$ cat src/rtl/twcpu_pkg.sv
package twcpu_pkg;

    // data word width
    localparam int DATA_W = 32;

    // defaults for the top level parameters
    localparam int MEM_WORDS_DEF    = 256;
    localparam int TRAP_ENTRIES_DEF = 1;

    // reset value of the start address register
    localparam logic [7:0] START_RESET = 8'd10;

    // command codes carried in func
    localparam logic [1:0] FUNC_STEP  = 2'd0;
    localparam logic [1:0] FUNC_WRITE = 2'd1;
    localparam logic [1:0] FUNC_READ  = 2'd2;
    localparam logic [1:0] FUNC_START = 2'd3;

    // fault codes
    localparam logic [1:0] FAULT_NONE = 2'd0;
    localparam logic [1:0] FAULT_ADDR = 2'd1;
    localparam logic [1:0] FAULT_TRAP = 2'd2;

    // compare flag bit positions
    localparam int FLG_EQ = 0;
    localparam int FLG_NE = 1;
    localparam int FLG_GT = 2;
    localparam int FLG_LT = 3;
    localparam int FLG_GE = 4;
    localparam int FLG_LE = 5;

    // opcodes
    localparam logic [31:0] OP_NOP      = 32'd0;
    localparam logic [31:0] OP_LDA      = 32'd1;
    localparam logic [31:0] OP_LDB      = 32'd2;
    localparam logic [31:0] OP_LDA_IND  = 32'd3;
    localparam logic [31:0] OP_LDB_IND  = 32'd4;
    localparam logic [31:0] OP_STA      = 32'd5;
    localparam logic [31:0] OP_STB      = 32'd6;
    localparam logic [31:0] OP_ADD_A    = 32'd7;
    localparam logic [31:0] OP_ADD_B    = 32'd8;
    localparam logic [31:0] OP_SUB_A    = 32'd9;
    localparam logic [31:0] OP_SUB_B    = 32'd10;
    localparam logic [31:0] OP_STOP     = 32'd11;
    localparam logic [31:0] OP_JMP      = 32'd12;
    localparam logic [31:0] OP_JMP_IND  = 32'd13;
    localparam logic [31:0] OP_CMPA     = 32'd14;
    localparam logic [31:0] OP_CMPA_IND = 32'd15;
    localparam logic [31:0] OP_CMPAB    = 32'd16;
    localparam logic [31:0] OP_JEQ      = 32'd17;
    localparam logic [31:0] OP_JEQ_IND  = 32'd18;
    localparam logic [31:0] OP_JNE      = 32'd19;
    localparam logic [31:0] OP_JNE_IND  = 32'd20;
    localparam logic [31:0] OP_MOV_AB   = 32'd21;
    localparam logic [31:0] OP_MOV_BA   = 32'd22;
    localparam logic [31:0] OP_JGT      = 32'd23;
    localparam logic [31:0] OP_SWAP     = 32'd24;
    localparam logic [31:0] OP_JGT_IND  = 32'd25;
    localparam logic [31:0] OP_JLT      = 32'd26;
    localparam logic [31:0] OP_JLT_IND  = 32'd27;
    localparam logic [31:0] OP_JGE      = 32'd28;
    localparam logic [31:0] OP_JGE_IND  = 32'd29;
    localparam logic [31:0] OP_JLE      = 32'd30;
    localparam logic [31:0] OP_JLE_IND  = 32'd31;
    localparam logic [31:0] OP_CMPB     = 32'd32;
    localparam logic [31:0] OP_CMPB_IND = 32'd33;
    localparam logic [31:0] OP_CMPBA    = 32'd34;
    localparam logic [31:0] OP_MEMSZ    = 32'd35;
    localparam logic [31:0] OP_MUL_A    = 32'd36;
    localparam logic [31:0] OP_MUL_B    = 32'd37;
    localparam logic [31:0] OP_DIV_A    = 32'd38;
    localparam logic [31:0] OP_DIV_B    = 32'd39;
    localparam logic [31:0] OP_SETTRAP  = 32'd40;
    localparam logic [31:0] OP_TRAP     = 32'd41;

    // sequencer states
    typedef enum logic [3:0] {
        S_CLEAR,
        S_IDLE,
        S_RDCMD,
        S_OP,
        S_EXEC,
        S_OPND,
        S_USE,
        S_DIV,
        S_RESP
    } state_t;

endpackage

$ cat src/rtl/twcpu_div.sv
module twcpu_div (
    input  logic                             clk,
    input  logic                             rst_n,
    input  logic                             start,
    input  logic [twcpu_pkg::DATA_W-1:0]     num,
    input  logic [twcpu_pkg::DATA_W-1:0]     den,
    output logic                             done,
    output logic [twcpu_pkg::DATA_W-1:0]     quo,
    output logic [twcpu_pkg::DATA_W-1:0]     rem
);

    localparam int W  = twcpu_pkg::DATA_W;
    localparam int CW = $clog2(W + 1);

    logic [W-1:0]  rem_reg, rem_next;
    logic [W-1:0]  quo_reg, quo_next;
    logic [W-1:0]  den_reg, den_next;
    logic [CW-1:0] cnt_reg, cnt_next;
    logic          busy_reg, busy_next;
    logic          done_reg, done_next;
    logic          negq_reg, negq_next;
    logic          negr_reg, negr_next;
    logic [W:0]    shifted;
    logic [W:0]    trial;

    // one restoring step per cycle on magnitudes
    always_comb
    begin
        shifted   = {rem_reg, quo_reg[W-1]};
        trial     = shifted - {1'b0, den_reg};
        rem_next  = rem_reg;
        quo_next  = quo_reg;
        den_next  = den_reg;
        cnt_next  = cnt_reg;
        busy_next = busy_reg;
        done_next = 1'b0;
        negq_next = negq_reg;
        negr_next = negr_reg;
        if (start)
        begin
            rem_next  = '0;
            quo_next  = num[W-1] ? (~num + 1'b1) : num;
            den_next  = den[W-1] ? (~den + 1'b1) : den;
            negq_next = num[W-1] ^ den[W-1];
            negr_next = num[W-1];
            cnt_next  = CW'(W);
            busy_next = 1'b1;
        end
        else if (busy_reg)
        begin
            if (!trial[W])
            begin
                rem_next = trial[W-1:0];
                quo_next = {quo_reg[W-2:0], 1'b1};
            end
            else
            begin
                rem_next = shifted[W-1:0];
                quo_next = {quo_reg[W-2:0], 1'b0};
            end
            cnt_next = cnt_reg - 1'b1;
            if (cnt_reg == CW'(1))
            begin
                busy_next = 1'b0;
                done_next = 1'b1;
            end
        end
    end

    always_ff @(posedge clk or negedge rst_n)
    begin
        if (!rst_n)
        begin
            busy_reg <= 1'b0;
            done_reg <= 1'b0;
            cnt_reg  <= '0;
        end
        else
        begin
            busy_reg <= busy_next;
            done_reg <= done_next;
            cnt_reg  <= cnt_next;
        end
    end

    always_ff @(posedge clk)
    begin
        rem_reg  <= rem_next;
        quo_reg  <= quo_next;
        den_reg  <= den_next;
        negq_reg <= negq_next;
        negr_reg <= negr_next;
    end

    // sign fix, truncating division
    assign done = done_reg;
    assign quo  = negq_reg ? (~quo_reg + 1'b1) : quo_reg;
    assign rem  = negr_reg ? (~rem_reg + 1'b1) : rem_reg;

endmodule

$ cat config.mk
export PLATFORM = sky130hd
export DESIGN_NAME = twcpu_div
export DESIGN_NICKNAME = d
export VERILOG_FILES = /design/src/rtl/twcpu_pkg.sv /design/src/rtl/twcpu_div.sv
export SDC_FILE = /design/constraint.sdc
export NUM_CORES = 1
export LEC_CHECK = 0
export BUFFER_PORTS_ARGS = -buffer_cell sky130_fd_sc_hd__buf_2
export CAP_MARGIN = 30
export CELL_PAD_IN_SITES_DETAIL_PLACEMENT = 0
export CELL_PAD_IN_SITES_GLOBAL_PLACEMENT = 2
export CORE_MARGIN = 2
export CORE_UTILIZATION = 38
export DETAILED_ROUTE_END_ITERATION = 10
export HOLD_SLACK_MARGIN = 0.08
export MAX_ROUTING_LAYER = met4
export PLACE_DENSITY = 0.85
export RECOVER_POWER = 25
export SYNTH_ARGS = -nofsm -noshare
export SYNTH_HDL_FRONTEND = slang
export SYNTH_SLANG_ARGS = --single-unit
$ cat constraint.sdc
create_clock -name clk -period 8.55 [get_ports clk]
set_input_delay 0.855 -clock clk [delete_from_list [all_inputs] [get_ports clk]]
set_output_delay 0.855 -clock clk [all_outputs]
set_load 0.02 [all_outputs]
# Yosys cells after proc, flatten, opt, wreduce, memory -nomap -nowiden
# Cells that the tools add are included.
# W data, S select, Z words.
totals:
  regBits: 106
  latchBits: 0
  mem_bits_rw: 0
  rom_bits: 0
  inputBits: 67
  elab_cells: 38
  memories: 0
op_classes:
  addsub: 6
  multipliers: 0
  n_div: 0
  order_cmp: 0
  n_eq_ne: 1
  shifts: 0
  muxes: 16
  bitwise: 5
  reduce_logical: 1
ops:
  columns: ["cell", "count"]
  rows:
  - ["$mux W32", 6]
  - ["$add A32 B1 Y32 const B", 4]
  - ["$not A32 Y32", 4]
  - ["$sub A33 B32 Y33", 1]
  - ["$mux W31", 1]
  - ["$mux W6", 2]
  - ["$mux W1", 7]
  - ["$eq A6 B1 Y1 const B", 1]
  - ["$sub A6 B1 Y6 const B", 1]
  - ["$reduce_bool A2 Y1", 1]
  - ["$xor A1 B1 Y1", 1]

# Longest topological paths before layout
logic_depth:
  ltp_word: 4
  mapped_depth: 14
  mapped_depth_nobuf: 12

# Least setup slack after synthesis
# No wires, ideal clock.
synth_timing:
  path_kind: "reg2out"
  start: "register quo_reg[4]"
  end: "output port quo[28] (netlist bit)"
  arrival_ps: 3108
  t_required_ps: 7695
  path_slack_ps: 4587
  stages_incl_launch_ff: 10
  cell_sequence: "edfxtp_1 > nor3_2 > nand3_1 > or3_4 > or4_1 > or4_4 > nand2b_4 > or4_4 > o31ai_4 > xnor2_1"
synth_between:
  elab_chain_cells: 3
synth_rtl:
  columns: ["element", "line", "source"]
  rows:
  - ["from (decl)", "twcpu_div.sv:16", "logic [W-1:0] quo_reg, quo_next;"]
  - ["from (signal assigned)", "twcpu_div.sv:89", "quo_reg <= quo_next;"]
  - ["$not A32 Y32", "twcpu_div.sv:97", "assign quo = negq_reg ? (~quo_reg + 1'b1) : quo_reg;"]
  - ["$add A32 B1 Y32", "twcpu_div.sv:97", null]
  - ["$mux W32", "twcpu_div.sv:97", null]
  - ["to (decl)", "twcpu_div.sv:8", "output logic [twcpu_pkg::DATA_W-1:0] quo,"]
# Every way passes these cells.

# Worst setup path after layout
# Ends and elaborated chain as after synthesis.

==> out/results.ini <==
[layout]
fin_nets = 1183
nFillCells = 2171
drive_above_1_share_pct = 15.0
final_cells = 1362
diodes = 0
area_growth_pct = 14.1
seqCellArea_um2 = 2820
multi_input_area_um2 = 5180

[sta]
worst_pin_slew_ns = 2.10
tns_ns = 0
slew_viol_final = 136
skew_ns = 0.00878
period_share_pct = 53.5
rsz0062_at_grt = false
fmax_mhz = 219
finalHoldViolCount = 0
period_minus_slack_ns = 4.57
maxSlewHeadroom_pct = -39.9
finalSetupViolCount = 0
whs_ns = 0.406

[die]
design.core.area_um2 = 21700
io_pins = 132
initial_core_util_pct = 38.5
die_h_um = 152
die_area_um2 = 23200
rows = 54
dieWidth_um = 152

[outcome]
violations = max-capacitance violations, max-slew violations
status = finished, violations left

[synth]
syn-num-nets = 1076
avgSynthCellArea_um2 = 8.62
ys_warn_count = 0
async_reset_ff_share_pct = 7.55
syn-instance-count = 970
ys.flop_type = edfxtp_1
ys_ff_latch = 106
ys_types = 64
syn_area_um2 = 8360
synth-edff-count = 66
ys_seq_area_share_pct = 33.8

[worst_setup_path]
slowest_delay_ns = 0.51
path_class = register to output pin
required_ns = 7.70
cp_slowest_cell = or4_1
cp.arrival_ns = 3.72
cp_common_cell = or4_4
regToRegSetupSlack_ns = 4.53
reg2reg_to = rem_reg[0]$_SDFFE_PP0P_
end_kind = output pin
rr_worst_depth = 13
worst-path-max-fanout = 4
path_cells = nor3_2, nand3_1, or3_4, or4_1, or4_4, nand2b_4, or4_4, o31ai_4, xnor2_1, buf_2
cp-start-kind = register
r2r_start = quo_reg[31]$_DFFE_PP_

[detailed_routing]
drtAntennaViolNets = 0
drt-pass1-iter-count = 5
route.detailed.drc = 0
route.vias.total = 7109
wl_um = 20800
drtIter0Drc = 447
wire_per_inst_um = 15.3
vias_per_cell = 5.22

[job]
maxCapViolCount = 4

[placement]
port_buffers = 131
dpl.hpwl_um = 16000
dp.cells = 1346
gp_congestion = 0.822

[power]
peakVddDrop_mv = 0.129
p_leak_nw = 3.77
power_per_cell_area_nw_per_um2 = 307

[global_route]
grt_max_degree = 54
antenna_found_initial = 0
track_usage_pct = 18.2
grt_overflow = 0
grt_pass1_vias = 6697
grt_pass1_wl_um = 34100

[worst_hold_path]
hp-class = input port to async pin

[clocking]
cts_buffers = 9
cts_resized = 0
path_clk_slew_ns = 0.08
htreeDepth = 3
cts_tree = yes
cts.sinks = 106
insertion_delay_ns = 0.36
postCtsSetupBuffers = 0
holdBufCountCts = 0
clockBufferDepth = 2
cts-root-buf = clkbuf_16

==> power by group <==
part           leakage [nW]  total [mW]  internal (mW)  switching, mW
Combinational          2.61        1.69          0.672           1.02
Sequential             1.02       0.806          0.655          0.151
Clock                 0.141       0.424          0.227          0.197
==> placed cells by master, fill, tap and decap left out, types with 20 or more instances in the layout <==
cell type  Yosys  final
a21oi_1       66     66
buf_2          2    124
nor2_1        91     91
xnor2_1      104    104
o31ai_1       34     34
edfxtp_1      66     66
nor3_1        20     20
xor2_1        46     46
ha_1          38     38
dfxtp_1       32     32
nand2_1       94     94
a211oi_1      25     25
inv_1         53     53
o21ai_0       53     53
==> area by class of cell <==
type / instances / share of cell area (%)
clock inverter: 7 / 0.709
inverter: 53 / 2.09
sequential: 106 / 29.6
clock buffer: 9 / 2.36
timing repair buffer: 137 / 7.18
multi-input combinational: 770 / 54.4
tap: 280 / 3.67
==> worst max-delay path: cells and delay by family, from the launching register on <==
family | cells | cell delay (ns)
xor gates and xnor gates | 1 | 0.13
and+or+nand+nor | 7 | 2.39
buffers and inverters | 1 | 0.18
DFF | 1 | 0.46
AOI/OAI and AO/OA | 1 | 0.19
==> per-layer routing <==
| metal | vias up | global-route usage [%] | share of wire [%] |
|---|---|---|---|
| met2 | 167 | 27.0 | 42 |
| met1 | 3198 | 26.3 | 52 |
| met3 | 16 | 1.96 | 4.3 |
| li1 | 3728 | - | - |
| met4 | 0 | 5.12 | 1.6 |
| met5 | - | - | 0 |
==> Yosys cell counts, drive strengths merged (12+ instances only) <==
library cell	instances	area share [%]
xnor2	105	11
nand2	94	4.2
nor2	91	4.1
a21oi	66	4.0
edfxtp	66	24
o21ai	54	3.2
inv	53	2.4
xor2	46	4.8
ha	38	5.7
o31ai	35	3.3
dfxtp	32	7.7
clkbuf	29	1.3
a211oi	25	2.2
nor3	21	1.3
or3	21	1.7
or4	20	1.9
mux2i	19	2.3
o41ai	16	1.7
nand3	15	0.90
buf	12	0.66
nand2b	12	0.99
==> how the worst max path moves through the flow <==
stage	cells after the start	start	end	slack, ns
2_1_floorplan	9	quo_reg[4]$_DFFE_PP_	quo[28]	4.59
3_3_place_gp	10	quo_reg[4]$_DFFE_PP_	quo[28]	4.40
3_5_place_dp	10	quo_reg[4]$_DFFE_PP_	quo[28]	4.36
4_1_cts	10	quo_reg[4]$_DFFE_PP_	quo[28]	3.96
5_1_grt	10	quo_reg[4]$_DFFE_PP_	quo[28]	3.77
6_report	10	quo_reg[4]$_DFFE_PP_	quo[28]	3.98
==> cell families after synthesis <==
group | share of synthesized area [%]
simple gates | 18.3
compound gates | 19.1
xor+xnor | 15.9
flops | 33.8
buf+inv | 4.34
fa+ha+maj | 5.93
mux | 2.68
==> through the flow <==
step / power (mW) / utilization (%) / worst slack [ns] / area (µm²)
floorplan: 2.01 / - / 4.59 / 8360
global placement: 2.52 / 42.7 / 4.40 / 9260
detailed placement: 2.52 / 42.7 / 4.36 / 9260
CTS: 2.95 / 44.0 / 3.96 / 9550
global route: 3.14 / 44.0 / 3.77 / 9530
finish: 2.92 / 44.0 / 3.98 / 9530
Note: power is estimated with default switching activity, not from simulation.
